## src/rtl/lbh_pkg.sv

```systemverilog
// Shared constants and types for the lookup2 byte hash.
// Used by the front end, job queue, back-end mixer and top level.
`default_nettype none

package lbh_pkg;

	localparam int LENGTH_BITS = 16;
	localparam logic [31:0] GOLDEN_WORD = 32'h9e3779b9;
	localparam logic [31:0] INIT_RESET = 32'hfeedbeef;
	localparam logic [3:0] GROUP_LAST = 4'd11;   // position of the twelfth byte of a group

	localparam int QUEUE_DEPTH = 4;
	localparam int QPTR_BITS = $clog2(QUEUE_DEPTH);

	// One unit of work for the mixer: a group (full or tail) of key bytes.
	typedef struct packed {
		logic [31:0]            wa;
		logic [31:0]            wb;
		logic [31:0]            wc;
		logic                   full;    // twelve bytes at natural weight
		logic                   closing; // closes the key
		logic                   first;   // opens the key, start from the seed words
		logic [LENGTH_BITS-1:0] count;
		logic                   ovf;
	} job_t;

	typedef enum logic [1:0] {
		ST_IDLE,
		ST_MIX,
		ST_ADDLEN,
		ST_EMIT
	} back_state_t;

endpackage

`default_nettype wire

```

## src/rtl/lbh_if.sv

```systemverilog
// Valid/ready channel interfaces for the key byte stream and the hash result.
// Standalone; no package dependency.
`default_nettype none

interface lbh_byte_if;
	logic       valid;
	logic       ready;
	logic [7:0] data_byte;
	logic       last_byte;

	modport source(output valid, output data_byte, output last_byte, input ready);
	modport sink(input valid, input data_byte, input last_byte, output ready);
endinterface

interface lbh_hash_if;
	logic        valid;
	logic        ready;
	logic [31:0] digest;
	logic        too_long;

	modport source(output valid, output digest, output too_long, input ready);
	modport sink(input valid, input digest, input too_long, output ready);
endinterface

`default_nettype wire

```

## src/rtl/lookup2_byte_hash.sv

```systemverilog
// Lookup2 hash of a byte-serial key: one byte per transaction on key, one
// result transaction on hash per key. A byte is taken every cycle while the
// four-entry job queue has room. Each group of twelve bytes becomes one job for
// the mixer, which adds it into the hash words and then runs the nine mix rows,
// one row per cycle, so the body of a long key streams at one byte per cycle.
// The closing job also loads the result register; when the key length is a
// multiple of twelve it runs the group mix, then adds the length and mixes
// again. The mixer's time per key bounds the rate of short keys.
// init_value is sampled at the first job of each key.
// Depends on lbh_pkg, lbh_if, lbh_front, lbh_fifo, lbh_back.
`default_nettype none

module lookup2_byte_hash (
	input  wire logic        clk,
	input  wire logic        arst_n,
	input  wire logic        cfg_we,
	input  wire logic [31:0] cfg_wdata,
	lbh_byte_if.sink         key,
	lbh_hash_if.source       hash
);
	import lbh_pkg::*;

	logic [31:0] init_q;
	logic        q_push, q_ready, q_pop, q_valid;
	job_t        wr_job, rd_job;

	always_ff @(posedge clk or negedge arst_n) begin
		if (!arst_n) begin
			init_q <= INIT_RESET;
		end else if (cfg_we) begin
			init_q <= cfg_wdata;
		end
	end

	lbh_front u_front (
		.clk     (clk),
		.arst_n  (arst_n),
		.key     (key),
		.push    (q_push),
		.q_ready (q_ready),
		.job     (wr_job)
	);

	lbh_fifo u_fifo (
		.clk    (clk),
		.arst_n (arst_n),
		.push   (q_push),
		.wr_job (wr_job),
		.ready  (q_ready),
		.pop    (q_pop),
		.rd_job (rd_job),
		.valid  (q_valid)
	);

	lbh_back u_back (
		.clk        (clk),
		.arst_n     (arst_n),
		.q_valid    (q_valid),
		.q_job      (rd_job),
		.pop        (q_pop),
		.init_value (init_q),
		.hash       (hash)
	);

	// every closing byte must produce a queued job marked as closing
	a_last_pushes: assert property (@(posedge clk) disable iff (!arst_n)
		(key.valid && key.ready && key.last_byte) |-> (q_push && wr_job.closing))
		else $error("closing byte did not queue a closing job");

	// queue is never written while full
	a_no_overflow: assert property (@(posedge clk) disable iff (!arst_n)
		q_push |-> q_ready)
		else $error("job pushed into full queue");

	// mixer only takes jobs that are present
	a_pop_valid: assert property (@(posedge clk) disable iff (!arst_n)
		q_pop |-> q_valid)
		else $error("job popped from empty queue");

	// a configuration write lands in the seed register
	a_cfg_write: assert property (@(posedge clk) disable iff (!arst_n)
		cfg_we |=> (init_q == $past(cfg_wdata)))
		else $error("init_value write lost");

endmodule

`default_nettype wire

```

## src/rtl/lbh_front.sv

```systemverilog
// Front end: packs key bytes into group words, counts the key length and
// hands one job per finished group to the queue. Depends on lbh_pkg, lbh_if.
`default_nettype none

module lbh_front (
	input  wire logic         clk,
	input  wire logic         arst_n,
	lbh_byte_if.sink          key,
	output logic              push,
	input  wire logic         q_ready,
	output lbh_pkg::job_t     job
);
	import lbh_pkg::*;

	logic [31:0]            acc_a_q, acc_b_q, pend_q;
	logic [3:0]             pos_q;
	logic [LENGTH_BITS-1:0] cnt_q;
	logic                   ovf_q;
	logic                   first_q;

	logic [31:0]            wa_n, wb_n, wp_n;
	logic [LENGTH_BITS-1:0] cnt_n;
	logic                   ovf_n;
	logic                   accept;
	logic                   group_end;

	assign key.ready = q_ready;
	assign accept    = key.valid && q_ready;
	assign group_end = (pos_q == GROUP_LAST);
	assign push      = accept && (group_end || key.last_byte);

	assign cnt_n = cnt_q + LENGTH_BITS'(1);
	assign ovf_n = ovf_q || (cnt_n == '0);

	// group words start at zero, so placing a byte equals adding it
	always_comb begin
		wa_n = acc_a_q;
		wb_n = acc_b_q;
		wp_n = pend_q;
		case (pos_q[3:2])
			2'd0: wa_n[{pos_q[1:0], 3'b000} +: 8] = key.data_byte;
			2'd1: wb_n[{pos_q[1:0], 3'b000} +: 8] = key.data_byte;
			default: wp_n[{pos_q[1:0], 3'b000} +: 8] = key.data_byte;
		endcase
	end

	always_comb begin
		job.wa      = wa_n;
		job.wb      = wb_n;
		// tail bytes 8..10 sit one byte higher in c; length folded in here
		job.wc      = group_end ? wp_n : ({wp_n[23:0], 8'h00} + 32'(cnt_n));
		job.full    = group_end;
		job.closing = key.last_byte;
		job.first   = first_q;
		job.count   = cnt_n;
		job.ovf     = ovf_n;
	end

	always_ff @(posedge clk or negedge arst_n) begin
		if (!arst_n) begin
			acc_a_q <= '0;
			acc_b_q <= '0;
			pend_q  <= '0;
			pos_q   <= '0;
			cnt_q   <= '0;
			ovf_q   <= 1'b0;
			first_q <= 1'b1;
		end else if (accept) begin
			if (push) begin
				acc_a_q <= '0;
				acc_b_q <= '0;
				pend_q  <= '0;
				pos_q   <= '0;
				first_q <= key.last_byte;
			end else begin
				acc_a_q <= wa_n;
				acc_b_q <= wb_n;
				pend_q  <= wp_n;
				pos_q   <= pos_q + 4'd1;
			end
			if (key.last_byte) begin
				cnt_q <= '0;
				ovf_q <= 1'b0;
			end else begin
				cnt_q <= cnt_n;
				ovf_q <= ovf_n;
			end
		end
	end

endmodule

`default_nettype wire

```

## src/rtl/lbh_fifo.sv

```systemverilog
// Short job queue between the front end and the mixer.
// Depends on lbh_pkg for the job type and depth.
`default_nettype none

module lbh_fifo (
	input  wire logic           clk,
	input  wire logic           arst_n,
	input  wire logic           push,
	input  wire lbh_pkg::job_t  wr_job,
	output logic                ready,
	input  wire logic           pop,
	output lbh_pkg::job_t       rd_job,
	output logic                valid
);
	import lbh_pkg::*;

	job_t                 mem_q [QUEUE_DEPTH];
	logic [QPTR_BITS-1:0] wr_ptr_q, rd_ptr_q;
	logic [QPTR_BITS:0]   fill_q;

	assign ready  = (fill_q != (QPTR_BITS+1)'(QUEUE_DEPTH));
	assign valid  = (fill_q != '0);
	assign rd_job = mem_q[rd_ptr_q];

	always_ff @(posedge clk) begin
		if (push) begin
			mem_q[wr_ptr_q] <= wr_job;
		end
	end

	always_ff @(posedge clk or negedge arst_n) begin
		if (!arst_n) begin
			wr_ptr_q <= '0;
			rd_ptr_q <= '0;
			fill_q   <= '0;
		end else begin
			if (push) begin
				wr_ptr_q <= wr_ptr_q + QPTR_BITS'(1);
			end
			if (pop) begin
				rd_ptr_q <= rd_ptr_q + QPTR_BITS'(1);
			end
			case ({push, pop})
				2'b10: fill_q <= fill_q + (QPTR_BITS+1)'(1);
				2'b01: fill_q <= fill_q - (QPTR_BITS+1)'(1);
				default: fill_q <= fill_q;
			endcase
		end
	end

endmodule

`default_nettype wire

```

## src/rtl/lbh_back.sv

```systemverilog
// Back end: adds each job into the three hash words and runs the lookup2 mix,
// one mix row per cycle; a closing job then drives the result register. Depends on lbh_pkg, lbh_if.
`default_nettype none

module lbh_back (
	input  wire logic           clk,
	input  wire logic           arst_n,
	input  wire logic           q_valid,
	input  wire lbh_pkg::job_t  q_job,
	output logic                pop,
	input  wire logic [31:0]    init_value,
	lbh_hash_if.source          hash
);
	import lbh_pkg::*;

	typedef struct packed {
		logic [31:0] a;
		logic [31:0] b;
		logic [31:0] c;
	} words_t;

	localparam logic [3:0] ROW_LAST = 4'd8;

	function automatic words_t mix_row(input words_t w, input logic [3:0] row);
		words_t r;
		r = w;
		case (row)
			4'd0: r.a = (w.a - w.b - w.c) ^ (w.c >> 13);
			4'd1: r.b = (w.b - w.c - w.a) ^ (w.a << 8);
			4'd2: r.c = (w.c - w.a - w.b) ^ (w.b >> 13);
			4'd3: r.a = (w.a - w.b - w.c) ^ (w.c >> 12);
			4'd4: r.b = (w.b - w.c - w.a) ^ (w.a << 16);
			4'd5: r.c = (w.c - w.a - w.b) ^ (w.b >> 5);
			4'd6: r.a = (w.a - w.b - w.c) ^ (w.c >> 3);
			4'd7: r.b = (w.b - w.c - w.a) ^ (w.a << 10);
			4'd8: r.c = (w.c - w.a - w.b) ^ (w.b >> 15);
			default: r = w;
		endcase
		return r;
	endfunction

	back_state_t state_q, state_n;
	words_t      w_q, w_base;
	job_t        job_q;
	logic [3:0]  row_q;
	logic        pass2_q;
	logic        out_valid_q;
	logic [31:0] hash_q;
	logic        too_long_q;

	logic load_en, mix_en, addlen_en, emit_en;
	logic slot_free;

	assign slot_free = !out_valid_q || hash.ready;

	always_comb begin
		state_n = state_q;
		case (state_q)
			ST_IDLE: begin
				if (q_valid) state_n = ST_MIX;
			end
			ST_MIX: begin
				if (row_q == ROW_LAST) begin
					if (job_q.full && job_q.closing && !pass2_q) state_n = ST_ADDLEN;
					else if (job_q.closing)                      state_n = ST_EMIT;
					else                                         state_n = ST_IDLE;
				end
			end
			ST_ADDLEN: state_n = ST_MIX;
			ST_EMIT: begin
				if (slot_free) state_n = ST_IDLE;
			end
			default: state_n = ST_IDLE;
		endcase
	end

	always_comb begin
		load_en   = 1'b0;
		mix_en    = 1'b0;
		addlen_en = 1'b0;
		emit_en   = 1'b0;
		case (state_q)
			ST_IDLE:   load_en   = q_valid;
			ST_MIX:    mix_en    = 1'b1;
			ST_ADDLEN: addlen_en = 1'b1;
			ST_EMIT:   emit_en   = slot_free;
			default: ;
		endcase
	end

	assign pop = load_en;

	always_comb begin
		if (q_job.first) begin
			w_base.a = GOLDEN_WORD;
			w_base.b = GOLDEN_WORD;
			w_base.c = init_value;
		end else begin
			w_base = w_q;
		end
	end

	always_ff @(posedge clk) begin
		if (load_en) begin
			job_q <= q_job;
			w_q.a <= w_base.a + q_job.wa;
			w_q.b <= w_base.b + q_job.wb;
			w_q.c <= w_base.c + q_job.wc;
		end else if (mix_en) begin
			w_q <= mix_row(w_q, row_q);
		end else if (addlen_en) begin
			w_q.c <= w_q.c + 32'(job_q.count);
		end
		if (emit_en) begin
			hash_q     <= w_q.c;
			too_long_q <= job_q.ovf;
		end
	end

	always_ff @(posedge clk or negedge arst_n) begin
		if (!arst_n) begin
			state_q     <= ST_IDLE;
			row_q       <= '0;
			pass2_q     <= 1'b0;
			out_valid_q <= 1'b0;
		end else begin
			state_q <= state_n;
			if (load_en) begin
				row_q   <= '0;
				pass2_q <= 1'b0;
			end else if (mix_en) begin
				row_q <= row_q + 4'd1;
			end else if (addlen_en) begin
				row_q   <= '0;
				pass2_q <= 1'b1;
			end
			if (emit_en)         out_valid_q <= 1'b1;
			else if (hash.ready) out_valid_q <= 1'b0;
		end
	end

	assign hash.valid    = out_valid_q;
	assign hash.digest   = hash_q;
	assign hash.too_long = too_long_q;

endmodule

`default_nettype wire
```

## src/flat_wrapper.sv

```systemverilog
// flat-port wrapper written by rule: the top's interface ports become plain ports
module lookup2_byte_hash_flat import lbh_pkg::*;
  (clk, arst_n, cfg_we, cfg_wdata, key_valid, key_data_byte, key_last_byte, key_ready, hash_valid, hash_digest, hash_too_long, hash_ready);
  lbh_byte_if key_i ();
  lbh_hash_if hash_i ();
  input  wire logic clk;
  input  wire logic arst_n;
  input  wire logic cfg_we;
  input  wire logic [31:0] cfg_wdata;
  input wire logic [$bits(key_i.valid)-1:0] key_valid;
  input wire logic [$bits(key_i.data_byte)-1:0] key_data_byte;
  input wire logic [$bits(key_i.last_byte)-1:0] key_last_byte;
  output wire logic [$bits(key_i.ready)-1:0] key_ready;
  output wire logic [$bits(hash_i.valid)-1:0] hash_valid;
  output wire logic [$bits(hash_i.digest)-1:0] hash_digest;
  output wire logic [$bits(hash_i.too_long)-1:0] hash_too_long;
  input wire logic [$bits(hash_i.ready)-1:0] hash_ready;
  assign key_i.valid = key_valid;
  assign key_i.data_byte = key_data_byte;
  assign key_i.last_byte = key_last_byte;
  assign key_ready = key_i.ready;
  assign hash_valid = hash_i.valid;
  assign hash_digest = hash_i.digest;
  assign hash_too_long = hash_i.too_long;
  assign hash_i.ready = hash_ready;
  lookup2_byte_hash u_core (.clk(clk), .arst_n(arst_n), .cfg_we(cfg_we), .cfg_wdata(cfg_wdata), .key(key_i), .hash(hash_i));
endmodule
```

## config.mk

```make
export PLATFORM = sky130hd
export DESIGN_NAME = lookup2_byte_hash_flat
export DESIGN_NICKNAME = d
export VERILOG_FILES = /design/src/rtl/lbh_pkg.sv /design/src/rtl/lbh_if.sv /design/src/rtl/lookup2_byte_hash.sv /design/src/rtl/lbh_front.sv /design/src/rtl/lbh_fifo.sv /design/src/rtl/lbh_back.sv /design/src/flat_wrapper.sv
export SDC_FILE = /design/constraint.sdc
export NUM_CORES = 2
export LEC_CHECK = 0
export BUFFER_PORTS_ARGS = -buffer_cell sky130_fd_sc_hd__buf_2
export CORE_ASPECT_RATIO = 1.2
export CORE_MARGIN = 2
export CORE_UTILIZATION = 44
export CTS_CLUSTER_SIZE = 24
export DETAILED_ROUTE_END_ITERATION = 6
export HOLD_SLACK_MARGIN = 0.1
export SETUP_SLACK_MARGIN = 0.4
export SLEW_MARGIN = 20
export SYNTH_ARGS = -nofsm -noshare
export SYNTH_HDL_FRONTEND = slang
export SYNTH_HIERARCHICAL = 1
export SYNTH_SLANG_ARGS = --single-unit
export TNS_END_PERCENT = 100
```

## constraint.sdc

```tcl
create_clock -name clk -period 4.6 [get_ports clk]
set_clock_uncertainty 0.1 [all_clocks]
set_input_delay 0.69 -clock clk [delete_from_list [all_inputs] [get_ports clk]]
set_output_delay 0.69 -clock clk [all_outputs]
set_load 0.005 [all_outputs]
```

==> results by group <==
Logic synthesis
  – Synthesized Nets: 4418
  – Flip-flop and latch count after synthesis: 777
  – Total of warnings raised by yosys: 6
  – Synth unique cells: 104
  – Number of synthesized flops with an enable pin: 612
  – Synthesized instance count: 4042
  – Primary FF master, synth: sky130_fd_sc_hd__edfxtp_1
  – Fraction of registers with async set/reset: 21.24%
  – Seq/Total Area, Yosys: 47.78%
  – Total standard cell area after synthesis: 47180 um2
  – Per-instance average area after synthesis: 11.67 um2

Worst setup path
  – CP Max Fanout: 6
  – WP data arrival: 4740 ps
  – Setup crit start kind: flop
  – WS Path Type: reg -> reg
  – CP required: 4930 ps
  – Crit path capture type: flop

Global routing
  – Met3 track utilization from global routing: 5.300%
  – Total GRT Usage: 28.81%
  – Number of antenna violations at the first check in global routing: 8
  – Number of global-route vias before repair: 35100
  – Busiest metal layer after global routing: met2
  – Maximum number of pins on one net before global-route repair: 98
  – Global routing met1 resource utilization: 38.37%
  – Met2 GRT Util: 44.46%
  – Residual overflow from global routing: 0
  – Wire length of the first global-routing pass: 231200 um

Placement
  – Post-placement cell area: 52150 um2
  – Dpl cells: 5784
  – Final RePlAce weighted congestion: 1.005
  – Post-detailed-placement half-perimeter wirelength: 120200 um
  – Count of input and output buffers: 80

Outcome
  – Violations in the final reports: design-rule violations
  – Run status: complete, but fails checks

Routing
  – Drt initial violations: 3863
  – Via/cell ratio: 6.018
  – Wirelength per Cell: 26.48 um
  – Number of antenna-violating nets in the routed design: 0
  – Overall routed net length: 159500 um
  – Pre-antenna DRT Iters: 7
  – DRC violations left: 10
  – DR vias: 36260

STA
  – Number of hold violations in the final report: 0
  – Final max-slew violation count: 0
  – Unrepaired setup endpoints after global routing: true
  – Hold_ws: 149.3 ps
  – Slew headroom: 23.94%
  – Setup violation total in the final timing report: 0
  – Transition time of the tightest slew-check pin: 1141 ps
  – Highest clock rate: 0.2271 GHz
  – Share of the cycle needed by the critical path after routing: 95.73%
  – Minimum clock period after layout: 4403 ps

Die
  – Die area: 109900 um2
  – Area inside the core boundary: 106400 um2
  – Die X-Extent: 302.9 um
  – Height of the chip: 362.7 um
  – Initial standard-cell utilization of the core: 44.35%
  – Placement row count: 131
  – Ports: 81

Min path
  – Hold Crit Class: in -> reg

CTS
  – Number of sinks driven by the clock tree: 777
  – Clock tree from TritonCTS: built
  – Master cell of the clock root buffer: sky130_fd_sc_hd__clkbuf_16
  – Total number of H-tree levels: 3
  – Clock latency at the later pin of the worst-skew pair: 710 ps
  – Clock tree buffer depth: 3
  – CTS buffer count: 81
  – Clock transition time at the flip-flop clock pins of the worst setup and hold paths: 60 ps

Finish
  – Post-route cell area: 57110 um2
  – Top library cells by usage in the layout, fill and taps aside: sky130_fd_sc_hd__edfxtp_1 (612), sky130_fd_sc_hd__buf_4 (464), sky130_fd_sc_hd__nand2_1 (355)
  – Final cell count without fillers: 6025
  – Post-layout net count: 4932
  – Fraction of final layout cells sized beyond drive strength 1: 25.26%
  – Count of fill cells added during filler insertion: 8998
  – Most common cell after layout, fill and taps aside: sky130_fd_sc_hd__edfxtp_1
  – P&R area growth vs syn: 21.06%

Flow run
  – Number of max-capacitance violations reported: 0
[sequential cells by signal (all words and copies together) (netlist names)]
signal                       count
u_core/init_q                   32
u_core/u_back/hash.digest       32
u_core/u_back/hash.too_long      1
u_core/u_back/hash.valid         1
u_core/u_back/job_q             19
u_core/u_back/pass2_q            1
u_core/u_back/row_q              4
u_core/u_back/state_q            2
u_core/u_back/w_q               96
u_core/u_fifo/fill_q             3
u_core/u_fifo/mem_q            464
u_core/u_fifo/rd_ptr_q           2
u_core/u_fifo/wr_ptr_q           2
u_core/u_front/acc_a_q          32
u_core/u_front/acc_b_q          32
u_core/u_front/cnt_q            16
u_core/u_front/first_q           1
u_core/u_front/ovf_q             1
u_core/u_front/pend_q           32
u_core/u_front/pos_q             4
[cell type report]
class	instances	area [um2]	share of cell area [%]
sequential	777	22550	39.48
inverter	185	699.4	1.225
clock buffer	100	2170	3.799
timing repair buffer	603	4760	8.334
antenna	5	12.51	0.02191
tap	1396	1747	3.058
multi-input combinational	2908	24560	43.00
clock inverter	51	616.8	1.080
[worst max-delay path: stages, from the launching register on]
cell and delay (ps):
sky130_fd_sc_hd__dfrtp_4 430, sky130_fd_sc_hd__mux4_4 720, sky130_fd_sc_hd__buf_8 190, sky130_fd_sc_hd__buf_12 140, sky130_fd_sc_hd__or2_4 240, sky130_fd_sc_hd__ha_4 160
sky130_fd_sc_hd__inv_2 50, sky130_fd_sc_hd__fa_2 190, sky130_fd_sc_hd__nor2b_1 60, sky130_fd_sc_hd__o31a_1 270, sky130_fd_sc_hd__o21ai_2 180, sky130_fd_sc_hd__a211o_1 240
sky130_fd_sc_hd__a21oi_4 100, sky130_fd_sc_hd__or4b_4 530, sky130_fd_sc_hd__a41oi_2 190, sky130_fd_sc_hd__buf_4 150, sky130_fd_sc_hd__xor2_1 130, sky130_fd_sc_hd__a21oi_1 80
[cell families after synthesis]
group	count (synthesis)	synth area share, %
simple gates	902	9.033
xor+xnor	373	6.983
compound gates	1126	15.50
mux	177	7.161
flops	777	47.78
fa+ha+maj	330	10.33
buf+inv	357	3.220
[cell usage after synthesis, types with 10 or more instances]
master	n	area [um2]
sky130_fd_sc_hd__a211oi_1	38	285.3
sky130_fd_sc_hd__a21boi_0	10	75.07
sky130_fd_sc_hd__a21o_1	102	765.7
sky130_fd_sc_hd__a21oi_1	287	1436
sky130_fd_sc_hd__a221oi_1	19	166.4
sky130_fd_sc_hd__a22o_1	75	656.9
sky130_fd_sc_hd__a22oi_1	20	150.1
sky130_fd_sc_hd__a31oi_1	31	193.9
sky130_fd_sc_hd__a32o_1	19	190.2
sky130_fd_sc_hd__a32oi_1	10	87.58
sky130_fd_sc_hd__and2_1	25	156.4
sky130_fd_sc_hd__and3_1	21	131.4
sky130_fd_sc_hd__buf_2	22	110.1
sky130_fd_sc_hd__clkbuf_1	119	446.7
sky130_fd_sc_hd__dfrtp_1	138	3453
sky130_fd_sc_hd__dfstp_2	27	709.4
sky130_fd_sc_hd__edfxtp_1	612	18380
sky130_fd_sc_hd__fa_1	99	1982
sky130_fd_sc_hd__ha_1	231	2890
sky130_fd_sc_hd__inv_1	184	690.7
sky130_fd_sc_hd__mux2_4	30	450.4
sky130_fd_sc_hd__mux2i_1	27	270.3
sky130_fd_sc_hd__mux4_2	116	2613
sky130_fd_sc_hd__nand2_1	361	1355
sky130_fd_sc_hd__nand2b_1	29	181.4
sky130_fd_sc_hd__nand3_1	45	225.2
sky130_fd_sc_hd__nand4_1	24	150.1
sky130_fd_sc_hd__nand4b_1	10	87.58
sky130_fd_sc_hd__nor2_1	212	795.8
sky130_fd_sc_hd__nor2b_1	24	150.1
sky130_fd_sc_hd__nor3_1	36	180.2
sky130_fd_sc_hd__o211ai_1	24	180.2
sky130_fd_sc_hd__o21a_1	18	135.1
sky130_fd_sc_hd__o21ai_0	273	1366
sky130_fd_sc_hd__o21bai_1	22	165.2
sky130_fd_sc_hd__o221ai_1	13	113.9
sky130_fd_sc_hd__o22ai_1	57	356.6
sky130_fd_sc_hd__o31ai_1	20	150.1
sky130_fd_sc_hd__or2_2	42	262.8
sky130_fd_sc_hd__or3_1	19	118.9
sky130_fd_sc_hd__xnor2_1	265	2321
sky130_fd_sc_hd__xor2_1	106	928.4
[stage by stage]
step                      TNS (ps)  util, %  setup slack, ps
after floorplan                  0        -            401.0
after global placement      -404.2    49.03           -183.4
after detailed placement    -407.3    49.03           -134.0
after CTS                        0    52.65            126.7
after global routing             0    53.68            72.01
final                            0    53.69            196.6
[routing by layer]
layer | share of wire [%] | wire length (um)
met1 | 41 | 64750
met2 | 45 | 71540
met3 | 8.1 | 12980
met4 | 6.4 | 10220
met5 | 0.029 | 47
[final timing paths]
| check | cells past startpoint | slack [ps] | endpoint | start |
|---|---|---|---|---|
| worst min register to register | 0 | 330 | u_core/u_back/hash.too_long | u_core/u_back/job_q[0] |
| max in group asynchronous | 3 | 2870 | u_core/init_q[31] | arst_n |
| worst min-delay path | 2 | 150 | u_core/init_q[2] | cfg_wdata[2] |
| worst max-delay path | 17 | 200 | u_core/u_back/w_q[92] | u_core/u_fifo/rd_ptr_q[0] |
| worst max register to register | 17 | 200 | u_core/u_back/w_q[92] | u_core/u_fifo/rd_ptr_q[0] |
| min in group asynchronous | 2 | 580 | u_core/u_front/cnt_q[4] | arst_n |
[repair_timing]
item,in CTS,in global routing
gates cloned,1,3
endpoints found under the setup margin,71,95
buffers inserted,25,37
resized for setup,134,156
pin swaps,72,96
hold buffers,19,0
endpoints found under the hold margin,78,0
Power is not shown: default switching activity piles up to over one toggle a cycle in this logic, so the estimate is an artifact.
